### src/rtl/swmss_pkg.sv
// ----------------------------------------------------------------------------
// swmss_pkg: shared types and constants of the stopwatch display block
// Register indexes, stage payload types, constant divider factors and the
// seven-segment font.
// ----------------------------------------------------------------------------
package swmss_pkg;

  localparam int CountW = 10;
  localparam int ScansW = 8;
  localparam int PosW   = 2;
  localparam int DigitsN = 4;
  localparam int SegW   = 7;
  localparam int CfgIndexW = 1;
  localparam int CfgDataW  = 10;

  // Register indexes of the configuration port.
  localparam logic [CfgIndexW-1:0] REG_SCANS_PER_COUNT = 1'b0;
  localparam logic [CfgIndexW-1:0] REG_COUNT_LIMIT     = 1'b1;

  localparam logic [ScansW-1:0] SCANS_RESET = 8'd50;
  localparam logic [CountW-1:0] LIMIT_RESET = 10'd999;

  // Scan positions, thousands digit first.
  localparam logic [PosW-1:0] POS_THOUSANDS = 2'd0;
  localparam logic [PosW-1:0] POS_HUNDREDS  = 2'd1;
  localparam logic [PosW-1:0] POS_TENS      = 2'd2;
  localparam logic [PosW-1:0] POS_UNITS     = 2'd3;

  // Reciprocal factors: (v * 205) >> 11 == v / 10 and (v * 41) >> 12 == v / 100
  // for every v below 1029.
  localparam int Div10Mul    = 205;
  localparam int Div10Shift  = 11;
  localparam int Div100Mul   = 41;
  localparam int Div100Shift = 12;
  localparam logic [CountW-1:0] THOUSAND = 10'd1000;

  typedef struct packed {
    logic [CountW-1:0] count;
    logic              run;
    logic [PosW-1:0]   pos;
  } tick_t;

  typedef struct packed {
    logic [SegW-1:0]    segments;
    logic [DigitsN-1:0] digit_enable;
    logic [CountW-1:0]  count_value;
    logic               is_running;
  } disp_t;

  function automatic logic [SegW-1:0] seg_of(input logic [3:0] digit);
    logic [SegW-1:0] pattern;
    case (digit)
      4'd0: pattern = 7'h3f;
      4'd1: pattern = 7'h06;
      4'd2: pattern = 7'h5b;
      4'd3: pattern = 7'h4f;
      4'd4: pattern = 7'h66;
      4'd5: pattern = 7'h6d;
      4'd6: pattern = 7'h7d;
      4'd7: pattern = 7'h07;
      4'd8: pattern = 7'h7f;
      default: pattern = 7'h67;
    endcase
    return pattern;
  endfunction

endpackage

### src/rtl/swmss_ctrl.sv
// ----------------------------------------------------------------------------
// swmss_ctrl: stopwatch state update
// Holds the configuration registers, the run flag, count, scan position and
// scan tally, applies one tick per accepted word and registers the result.
// ----------------------------------------------------------------------------
module swmss_ctrl (
  input  logic                                clk,
  input  logic                                rst,
  input  logic                                cfg_valid,
  output logic                                cfg_ready,
  input  logic [swmss_pkg::CfgIndexW-1:0]     cfg_index,
  input  logic [swmss_pkg::CfgDataW-1:0]      cfg_data,
  input  logic                                tick_valid,
  output logic                                tick_ready,
  input  logic                                toggle_request,
  input  logic                                clear_request,
  output logic                                upd_valid,
  input  logic                                upd_ready,
  output swmss_pkg::tick_t                    upd
);
  import swmss_pkg::*;

  logic [ScansW-1:0] scans_per_count;
  logic [CountW-1:0] count_limit;
  logic [CountW-1:0] count;
  logic              run;
  logic [PosW-1:0]   pos;
  logic [ScansW-1:0] tally;

  logic [CountW-1:0] count_next;
  logic              run_next;
  logic [ScansW-1:0] tally_next;
  logic [ScansW:0]   tally_inc;
  logic [CountW:0]   count_inc;
  logic              accept;
  logic              run_toggled;

  assign cfg_ready  = 1'b1;
  assign tick_ready = !upd_valid || upd_ready;
  assign accept     = tick_valid && tick_ready;

  assign tally_inc   = {1'b0, tally} + (ScansW+1)'(1);
  assign count_inc   = {1'b0, count} + (CountW+1)'(1);
  assign run_toggled = run ^ toggle_request;

  always_comb begin
    count_next = count;
    run_next   = run_toggled;
    tally_next = tally;
    if (run_toggled && pos == POS_UNITS) begin
      // A zero scan setting passes this compare at once and acts as one.
      if (tally_inc >= {1'b0, scans_per_count}) begin
        tally_next = '0;
        if (count_inc > {1'b0, count_limit}) begin
          count_next = count_limit;
          run_next   = 1'b0;
        end else begin
          count_next = count_inc[CountW-1:0];
        end
      end else begin
        tally_next = tally_inc[ScansW-1:0];
      end
    end
    // Clear is checked after a possible stop, so it also applies then.
    if (clear_request && !run_next) begin
      count_next = '0;
    end
  end

  always_ff @(posedge clk) begin
    if (rst) begin
      scans_per_count <= SCANS_RESET;
      count_limit     <= LIMIT_RESET;
      count           <= '0;
      run             <= 1'b0;
      pos             <= POS_THOUSANDS;
      tally           <= '0;
      upd_valid       <= 1'b0;
    end else begin
      if (cfg_valid && cfg_ready) begin
        case (cfg_index)
          REG_SCANS_PER_COUNT: scans_per_count <= cfg_data[ScansW-1:0];
          REG_COUNT_LIMIT:     count_limit     <= cfg_data[CountW-1:0];
          default: ;
        endcase
      end
      if (accept) begin
        count     <= count_next;
        run       <= run_next;
        tally     <= tally_next;
        pos       <= pos + PosW'(1);
        upd_valid <= 1'b1;
      end else if (upd_ready) begin
        upd_valid <= 1'b0;
      end
    end
  end

  always_ff @(posedge clk) begin
    if (accept) begin
      upd.count <= count_next;
      upd.run   <= run_next;
      upd.pos   <= pos;
    end
  end

`ifndef SYNTHESIS
  a_pos_steps: assert property (@(posedge clk) disable iff (rst)
    accept |=> pos == $past(pos) + PosW'(1))
    else $error("scan position did not advance on an accepted word");

  a_run_fell_on_tick: assert property (@(posedge clk) disable iff (rst)
    $fell(run) |-> $past(accept))
    else $error("run flag cleared without an accepted word");

  a_clear_when_paused: assert property (@(posedge clk) disable iff (rst)
    (accept && clear_request && !run_next) |=> count == '0)
    else $error("clear while paused left a nonzero count");
`endif

endmodule

### src/rtl/swmss_digit.sv
// ----------------------------------------------------------------------------
// swmss_digit: digit extraction and segment decode
// Two registered stages: the first takes the decimal quotient for the
// scanned position, the second reduces it modulo ten, looks up the segment
// pattern and holds the finished display word.
// ----------------------------------------------------------------------------
module swmss_digit (
  input  logic              clk,
  input  logic              rst,
  input  logic              upd_valid,
  output logic              upd_ready,
  input  swmss_pkg::tick_t  upd,
  output logic              disp_valid,
  input  logic              disp_ready,
  output swmss_pkg::disp_t  disp
);
  import swmss_pkg::*;

  logic              quo_valid;
  logic              quo_ready;
  tick_t             quo_tick;
  logic [CountW-1:0] quo;

  logic [CountW-1:0] quo_sel;
  logic [21:0]       prod100;
  logic [21:0]       prod10;
  logic [21:0]       prod_mod;
  logic [CountW-1:0] quo_div10;
  logic [CountW-1:0] rem;
  logic [3:0]        digit;

  assign quo_ready = !disp_valid || disp_ready;
  assign upd_ready = !quo_valid || quo_ready;

  // Products are wide enough to hold every bit that the shifted selects read.
  assign prod100 = {12'd0, upd.count} * 22'(Div100Mul);
  assign prod10  = {12'd0, upd.count} * 22'(Div10Mul);

  always_comb begin
    case (upd.pos)
      POS_THOUSANDS: quo_sel = {{(CountW-1){1'b0}}, upd.count >= THOUSAND};
      POS_HUNDREDS:  quo_sel = prod100[Div100Shift +: CountW];
      POS_TENS:      quo_sel = prod10[Div10Shift +: CountW];
      default:       quo_sel = upd.count;
    endcase
  end

  // Remainder by ten of the registered quotient.
  assign prod_mod  = {12'd0, quo} * 22'(Div10Mul);
  assign quo_div10 = prod_mod[Div10Shift +: CountW];
  assign rem       = quo - ((quo_div10 << 3) + (quo_div10 << 1));
  assign digit     = (rem > 10'd9) ? 4'd9 : rem[3:0];

  always_ff @(posedge clk) begin
    if (rst) begin
      quo_valid  <= 1'b0;
      disp_valid <= 1'b0;
    end else begin
      if (upd_valid && upd_ready) begin
        quo_valid <= 1'b1;
      end else if (quo_ready) begin
        quo_valid <= 1'b0;
      end
      if (quo_valid && quo_ready) begin
        disp_valid <= 1'b1;
      end else if (disp_ready) begin
        disp_valid <= 1'b0;
      end
    end
  end

  always_ff @(posedge clk) begin
    if (upd_valid && upd_ready) begin
      quo_tick <= upd;
      quo      <= quo_sel;
    end
    if (quo_valid && quo_ready) begin
      disp.segments     <= seg_of(digit);
      disp.digit_enable <= DigitsN'(1) << quo_tick.pos;
      disp.count_value  <= quo_tick.count;
      disp.is_running   <= quo_tick.run;
    end
  end

`ifndef SYNTHESIS
  a_enable_onehot: assert property (@(posedge clk) disable iff (rst)
    disp_valid |-> $onehot(disp.digit_enable))
    else $error("digit enable is not one-hot");

  a_units_quotient: assert property (@(posedge clk) disable iff (rst)
    (quo_valid && quo_tick.pos == POS_UNITS) |-> quo == quo_tick.count)
    else $error("units quotient differs from the count");

  a_quo_held: assert property (@(posedge clk) disable iff (rst)
    (quo_valid && !quo_ready) |=> quo_valid && $stable(quo))
    else $error("stalled quotient stage lost its word");
`endif

endmodule

### src/rtl/stopwatch_multiplexed_seven_segment.sv
// ----------------------------------------------------------------------------
// stopwatch_multiplexed_seven_segment: four-digit multiplexed stopwatch
// One scan tick per input word, one display word per tick.
// ----------------------------------------------------------------------------
// The block takes one tick word per clock cycle when the output side keeps
// up, and each tick gives one display word after passing through its registers:
// one register for the stopwatch state update and two for the decimal digit
// decode. Up to three words are held inside while the output is stalled, so
// the input side keeps taking words until those stages are full. The
// configuration port is always ready; write it only while no tick is in
// flight.
module stopwatch_multiplexed_seven_segment (
  input  logic                                clk,
  input  logic                                rst,
  input  logic                                cfg_valid,
  output logic                                cfg_ready,
  input  logic [swmss_pkg::CfgIndexW-1:0]     cfg_index,
  input  logic [swmss_pkg::CfgDataW-1:0]      cfg_data,
  input  logic                                s_tvalid,
  output logic                                s_tready,
  // [0] toggle_request, [1] clear_request, [7:2] zero
  input  logic [7:0]                          s_tdata,
  output logic                                m_tvalid,
  input  logic                                m_tready,
  // [6:0] segments, [10:7] digit_enable, [20:11] count_value,
  // [21] is_running, [23:22] zero
  output logic [23:0]                         m_tdata
);
  import swmss_pkg::*;

  logic  upd_valid;
  logic  upd_ready;
  tick_t upd;
  disp_t disp;

  swmss_ctrl u_ctrl (
    .clk            (clk),
    .rst            (rst),
    .cfg_valid      (cfg_valid),
    .cfg_ready      (cfg_ready),
    .cfg_index      (cfg_index),
    .cfg_data       (cfg_data),
    .tick_valid     (s_tvalid),
    .tick_ready     (s_tready),
    .toggle_request (s_tdata[0]),
    .clear_request  (s_tdata[1]),
    .upd_valid      (upd_valid),
    .upd_ready      (upd_ready),
    .upd            (upd)
  );

  swmss_digit u_digit (
    .clk        (clk),
    .rst        (rst),
    .upd_valid  (upd_valid),
    .upd_ready  (upd_ready),
    .upd        (upd),
    .disp_valid (m_tvalid),
    .disp_ready (m_tready),
    .disp       (disp)
  );

  assign m_tdata = {2'b00, disp.is_running, disp.count_value, disp.digit_enable,
                    disp.segments};

endmodule
### config.mk
export PLATFORM = sky130hd
export DESIGN_NAME = stopwatch_multiplexed_seven_segment
export DESIGN_NICKNAME = d
export VERILOG_FILES = /design/src/rtl/swmss_pkg.sv /design/src/rtl/swmss_ctrl.sv /design/src/rtl/swmss_digit.sv /design/src/rtl/stopwatch_multiplexed_seven_segment.sv
export SDC_FILE = /design/constraint.sdc
export NUM_CORES = 1
export LEC_CHECK = 0
export BUFFER_PORTS_ARGS = -buffer_cell sky130_fd_sc_hd__buf_2
export CAP_MARGIN = 20
export CORE_ASPECT_RATIO = 1.1
export CORE_MARGIN = 3
export CORE_UTILIZATION = 30
export DETAILED_ROUTE_END_ITERATION = 8
export GPL_ROUTABILITY_DRIVEN = 0
export GPL_TIMING_DRIVEN = 0
export SLEW_MARGIN = 20
export SYNTH_ARGS = -nofsm -noshare
export SYNTH_HDL_FRONTEND = slang
export SYNTH_SLANG_ARGS = --single-unit
### constraint.sdc
create_clock -name clk -period 7.6 [get_ports clk]
set_input_delay 1.9 -clock clk [delete_from_list [all_inputs] [get_ports clk]]
set_output_delay 1.9 -clock clk [all_outputs]
set_load 0.05 [all_outputs]
# [Word-level counts from Yosys, hierarchy flattened]
# Memory sizes are Yosys's and may differ from the RTL's. A register that Yosys moved wholly into a read port is not among the register bits.
# Index checks and enable logic that the tools add are counted.
[totals] register_bits=93 latchBits=0 mem_bits_rw=0 mem_bits_ro=112 input_bits=24 output_inout_bits=27 memories=1
[classes] n_addsub=5 n_mul=3 div_mod_pow=0 n_lt_le_gt_ge=4 n_eq_ne=3 shifts=1 muxes=16 bitwise_logic=2 n_reduce_logical=19
[memory_table] name="(name not given)" words=16 width=7 read_ports=1 rd_clocked_by_memory_dff=1 wr=0 line_no="swmss_pkg.sv:52" source="case (digit)"
[ops] op="$mux W10" n=4
[ops] op="$mul A10 B8 Y18 const B" n=2
[ops] op="$pmux W10 S3" n=1
[ops] op="$mul A10 B6 Y16 const B" n=1
[ops] op="$add A10 B1 Y11 const B" n=1
[ops] op="$gt A11 B10 Y1" n=1
[ops] op="$add A10 B8 Y10" n=1
[ops] op="$ge A10 B10 Y1 const B" n=1
[ops] op="$gt A10 B4 Y1 const B" n=1
[ops] op="$sub A10 B10 Y10" n=1
[ops] op="$add A8 B1 Y9 const B" n=1
[ops] op="$ge A9 B8 Y1" n=1
[ops] op="$mux W1" n=9
[ops] op="$mux W8" n=1
[ops] op="$reduce_and A2 Y1" n=3
[ops] op="$reduce_bool A2 Y1" n=3
[ops] op="$logic_and A1 B1 Y1" n=5
[ops] op="$eq A2 B2 Y1 const B" n=2
[ops] op="$logic_not A1 Y1" n=4
[ops] op="$mux W4" n=1
[ops] op="$shl A1 B2 Y4 const A" n=1
[ops] op="$logic_or A1 B1 Y1" n=3
[ops] op="$add A2 B1 Y2 const B" n=1
[ops] op="$eq A2 B1 Y1 const B" n=1
[ops] op="3 further kinds" n=3

# [Logic depth before layout (Yosys ltp)]
[logic_depth] word_depth=8 ltp_mapped=32

# [Hierarchy]
# Synthesis repeated with hierarchy kept, for this count alone.
[unflattened] cells_unflattened=896 hier_area_um2=9017.4
[by_module_without_submodules] mod="swmss_digit" n_inst=1 cells_per_inst=561 area_each_um2=5870.6
[by_module_without_submodules] mod="swmss_ctrl" n_inst=1 cells_per_inst=332 area_each_um2=3128.0
[by_module_without_submodules] mod="stopwatch_multiplexed_seven_segment" n_inst=1 cells_per_inst=3 area_each_um2=18.8

# [Least setup slack after synthesis]
# Ideal clock, no wire load.
[synth_path] path_type="register to register" startpoint="reg u_digit.quo[7]" endpoint="reg u_digit.disp[18] (netlist name)" arrival_time_ps=6516 t_required_ps=7340 slack_ps=824 path_stages_with_launch=31 path_buffers=1 path_cell_list="edfxtp_1 ha_1 inv_1 fa_1 inv_1 fa_1 inv_1 fa_1 inv_1 ha_1 a21o_1 o21bai_1 nand3_1 a31oi_4 o21a_1 nor2_1 xor2_1 fa_1 ha_1 o21a_1 nor2_1 o31ai_1 xnor2_1 nand3_1 a21oi_1 and3_1 buf_6 nand2b_1 ha_1 mux2i_1 mux2_4"
[synth_between] elab_chain_cells=5
[synth_lines] element="start: declaration" line_no="swmss_digit.sv:22" source="logic [CountW-1:0] quo;"
[synth_lines] element="start signal: assignment" line_no="swmss_digit.sv:75" source="quo <= quo_sel;"
[synth_lines] element="$mul A10 B8 Y18" line_no="swmss_digit.sv:49" source="assign prod_mod = {12'd0, quo} * 22'(Div10Mul);"
[synth_lines] element="$add A10 B8 Y10" line_no="swmss_digit.sv:51" source="assign rem = quo - ((quo_div10 << 3) + (quo_div10 << 1));"
[synth_lines] element="$sub A10 B10 Y10 *" line_no="swmss_digit.sv:51"
[synth_lines] element="$gt A10 B4 Y1" line_no="swmss_digit.sv:52" source="assign digit = (rem > 10'd9) ? 4'd9 : rem[3:0];"
[synth_lines] element="$mux W4 *" line_no="swmss_digit.sv:52"
# Mark *: on every way between the ends. The rest lies on a longest branch, timed or not.
# A chain may end at the register's enable or synchronous reset.

# [Worst setup path after layout]
[layout_path] startpoint="reg u_digit.quo[7]" endpoint="reg u_digit.disp[18] (netlist name)"
[layout_between] elab_chain_cells=5
[layout_lines] element="$mul A10 B8 Y18" line_no="swmss_digit.sv:49"
[layout_lines] element="$add A10 B8 Y10" line_no="swmss_digit.sv:51"
[layout_lines] element="$sub A10 B10 Y10 *" line_no="swmss_digit.sv:51"
[layout_lines] element="$gt A10 B4 Y1" line_no="swmss_digit.sv:52"
[layout_lines] element="$mux W4 *" line_no="swmss_digit.sv:52"
# Marked as above.

==> flow_summary.yaml <==
timing:
  finalSetupViolations: 0
  relSlewSlack_pct: 51.19
  clock_skew_ns: 0.01024
  slew_viol_final: 0
  finalHoldViolCount: 0
  max_freq_ghz: 0.1371
  worst_pin_slew_ns: 0.7304
  holdWs_ns: 0.4254
  fin_crit_sh_pct: 95.95
  layout_min_cycle_time_ns: 7.292
power:
  p_leak_nw: 4.891
  ir_drop_v: 0.0002000
  p_per_area_nw_per_um2: 248.5
  power_mw: 2.495
die:
  coreArea_um2: 29030
  rows: 65
  die_w_um: 170.5
  start_util_pct: 30.74
  dieArea_um2: 31860
  io_pins: 51
  die_h_um: 186.9
routing:
  drc: 0
  num_vias: 6378
  via_per_inst: 4.655
  firstDrtPassIters: 4
  drt_first_iter_violations: 261
  wl_per_cell_um: 12.89
  final_antenna_net_count: 0
  wl_um: 17670
clock_tree:
  cts_htree_levels: 3
  cts_root_buffer: "clkbuf_16"
  cts_tree: "built"
  cts_made_buffers: 9
  clk_latency_ns: 0.35
  cts.sinks: 100
  path_clk_slew_ns: 0.07
  clockBufferDepth: 2
global_route:
  gr-usage-all-layers_pct: 11.31
  grt_pass1_vias: 6416
  antenna_found_initial: 1
  grt_max_degree: 24
  grt_pass1_wl_um: 29780
  overflow: 0
placement:
  io_buffers: 40
  hpwl_um: 14390
logic_synthesis:
  synth_top_cell_area_share_pct: 23.55
  synth_ff_type: "edfxtp_1"
  avgSynthCellArea_um2: 9.598
  synth_warnings: 0
  synth_top_area_cell: "ha_1"
  synth-edff-count: 58
  syn_inst: 930
  synth.distinct_cells: 69
  synth.cell_area_um2: 8926
  synth_seq_cells: 100
  yosysSeqAreaShare_pct: 28.93
  synthTopCellsByArea: "ha_1 24%, edfxtp_1 20%, dfxtp_1 9.4%"
  async_flop_share_pct: 0
layout:
  fin_nets: 1230
  area_growth_pct: 12.48
  mostFrequentLayoutCell: "ha_1"
  layout_common_cells: "168 x ha_1, 165 x inv_1, 61 x nand2_1"
  fillers: 2923
  drive_gt1_share_pct: 10.69
critical_path:
  slowest_stage: "fa_1"
  cp_slowest_stage_delay_ns: 0.53
  required_ns: 7.70
  critPathKind: "flop to flop"
  critical_path.startpoint: "u_digit.quo[7]"
  critPathMaxFanout: 9
  critical_path.startpoint_type: "flop"
  arrival_ns: 7.39
  setup.worst_path.end_class: "flop"
  regToRegStartpoint: "u_digit.quo[7]"
run_status:
  outcome: "complete, no violations"
flow_run:
  cap_violations: 0
min_path:
  hp-class: "flop to flop"
  worstHoldStart: "u_digit.quo_tick[12]"
[logic make-up after synthesis]
family,synth area share [%]
other,0.08414
multiplexers,1.290
AO/OA/AOI/OAI,11.44
XOR/XNOR,4.514
AND/OR/NAND/NOR,12.34
adder cells (fa/ha/maj),32.97
flip-flops,28.93
buffers and inverters,8.438
[worst max-delay path, delay by kind of cell, from the launching register on]
family	cells	cell delay (ns)
muxes	2	0.34
AOI/OAI and AO/OA	8	1.57
xor gates and xnor gates	1	0.22
buffers and inverters	5	0.36
adders and majority gates	8	3.36
DFF	1	0.45
and+or+nand+nor	5	0.73
[sequential cells by signal (all words and copies together) (netlist names), 2 cells and up]
register                count
u_ctrl.count_limit         10
u_digit.quo_tick           13
u_digit.disp               22
u_ctrl.scans_per_count      8
u_ctrl.upd                 13
u_ctrl.tally                8
u_ctrl.pos                  2
u_digit.quo                10
u_ctrl.count               10
[cell usage after synthesis, types with 3 or more instances]
master / instances
clkbuf_1: 12
xor2_1: 21
o21ai_0: 29
xnor2_1: 25
buf_6: 3
nand2b_1: 3
nand3_1: 47
o21ai_1: 5
nor2b_1: 11
and3_1: 11
o32ai_1: 5
o21a_1: 8
inv_1: 165
nor2_1: 47
o21bai_1: 4
ha_1: 168
nand3_2: 3
and2_1: 6
mux2i_1: 4
nand2_1: 61
a21oi_1: 49
a21o_1: 14
o211ai_1: 8
fa_1: 42
dfxtp_1: 42
a211oi_1: 4
nor3_1: 10
nand3b_1: 6
buf_4: 5
edfxtp_1: 58
o2bb2ai_1: 3
[where the power goes]
group          switching (mW)  total (mW)  leakage, nW  internal [mW]
Combinational           0.784        1.42         3.86          0.632
Clock                   0.208       0.460        0.148          0.251
Sequential             0.0200       0.620        0.887          0.600
Total                    1.01        2.50         4.89           1.48
[layer usage]
metal / vias up / GRT usage [%] / wire, µm
met5: - / 0 / 0
met4: 0 / 2.278 / 175
met3: 16 / 2.325 / 545
met2: 70 / 20.73 / 9042
met1: 2991 / 13.59 / 7902
li1: 3301 / - / -
[worst paths after layout]
check,end,slack (ns),depth (start not counted)
worst max register to register,u_digit.disp[18],0.31,29
worst max-delay path,u_digit.disp[18],0.31,29
worst min register to register,u_digit.disp[10],0.43,0
worst min-delay path,u_digit.disp[10],0.43,0
[final cells by class]
type / instances / area (µm²) / share of cell area, %
diodes: 1 / 2.502 / 0.02493
plain buffers: 23 / 130.1 / 1.296
clock buffers: 12 / 261.5 / 2.605
clock inverters: 4 / 37.54 / 0.3739
inverters: 166 / 623.1 / 6.206
multi-input cells: 642 / 5637 / 56.14
flip-flops and latches: 100 / 2582 / 25.72
well taps: 368 / 460.4 / 4.586
repair buffers: 54 / 305.3 / 3.041
[metrics by stage]
stage	utilization [%]	instance area [µm²]	worst slack, ns	TNS (ns)	instances
6_report	34.58	10040	0.3079	0	1370
2_1_floorplan	-	8930	0.8236	0	931
5_1_grt	34.57	10040	-0.08948	-0.08948	1369
4_1_cts	34.13	9908	0.1029	0	1355
3_5_place_dp	33.10	9609	0.1026	0	1339
3_3_place_gp	33.03	9590	0.1471	0	1339
[timing repair]
action                     in CTS  in global routing
resized for setup               0                  5
setup buffers                   0                 14
hold buffers                    0                  0
setup endpoints to repair       0                  5
No activity file was read; power rests on OpenSTA's default activity.
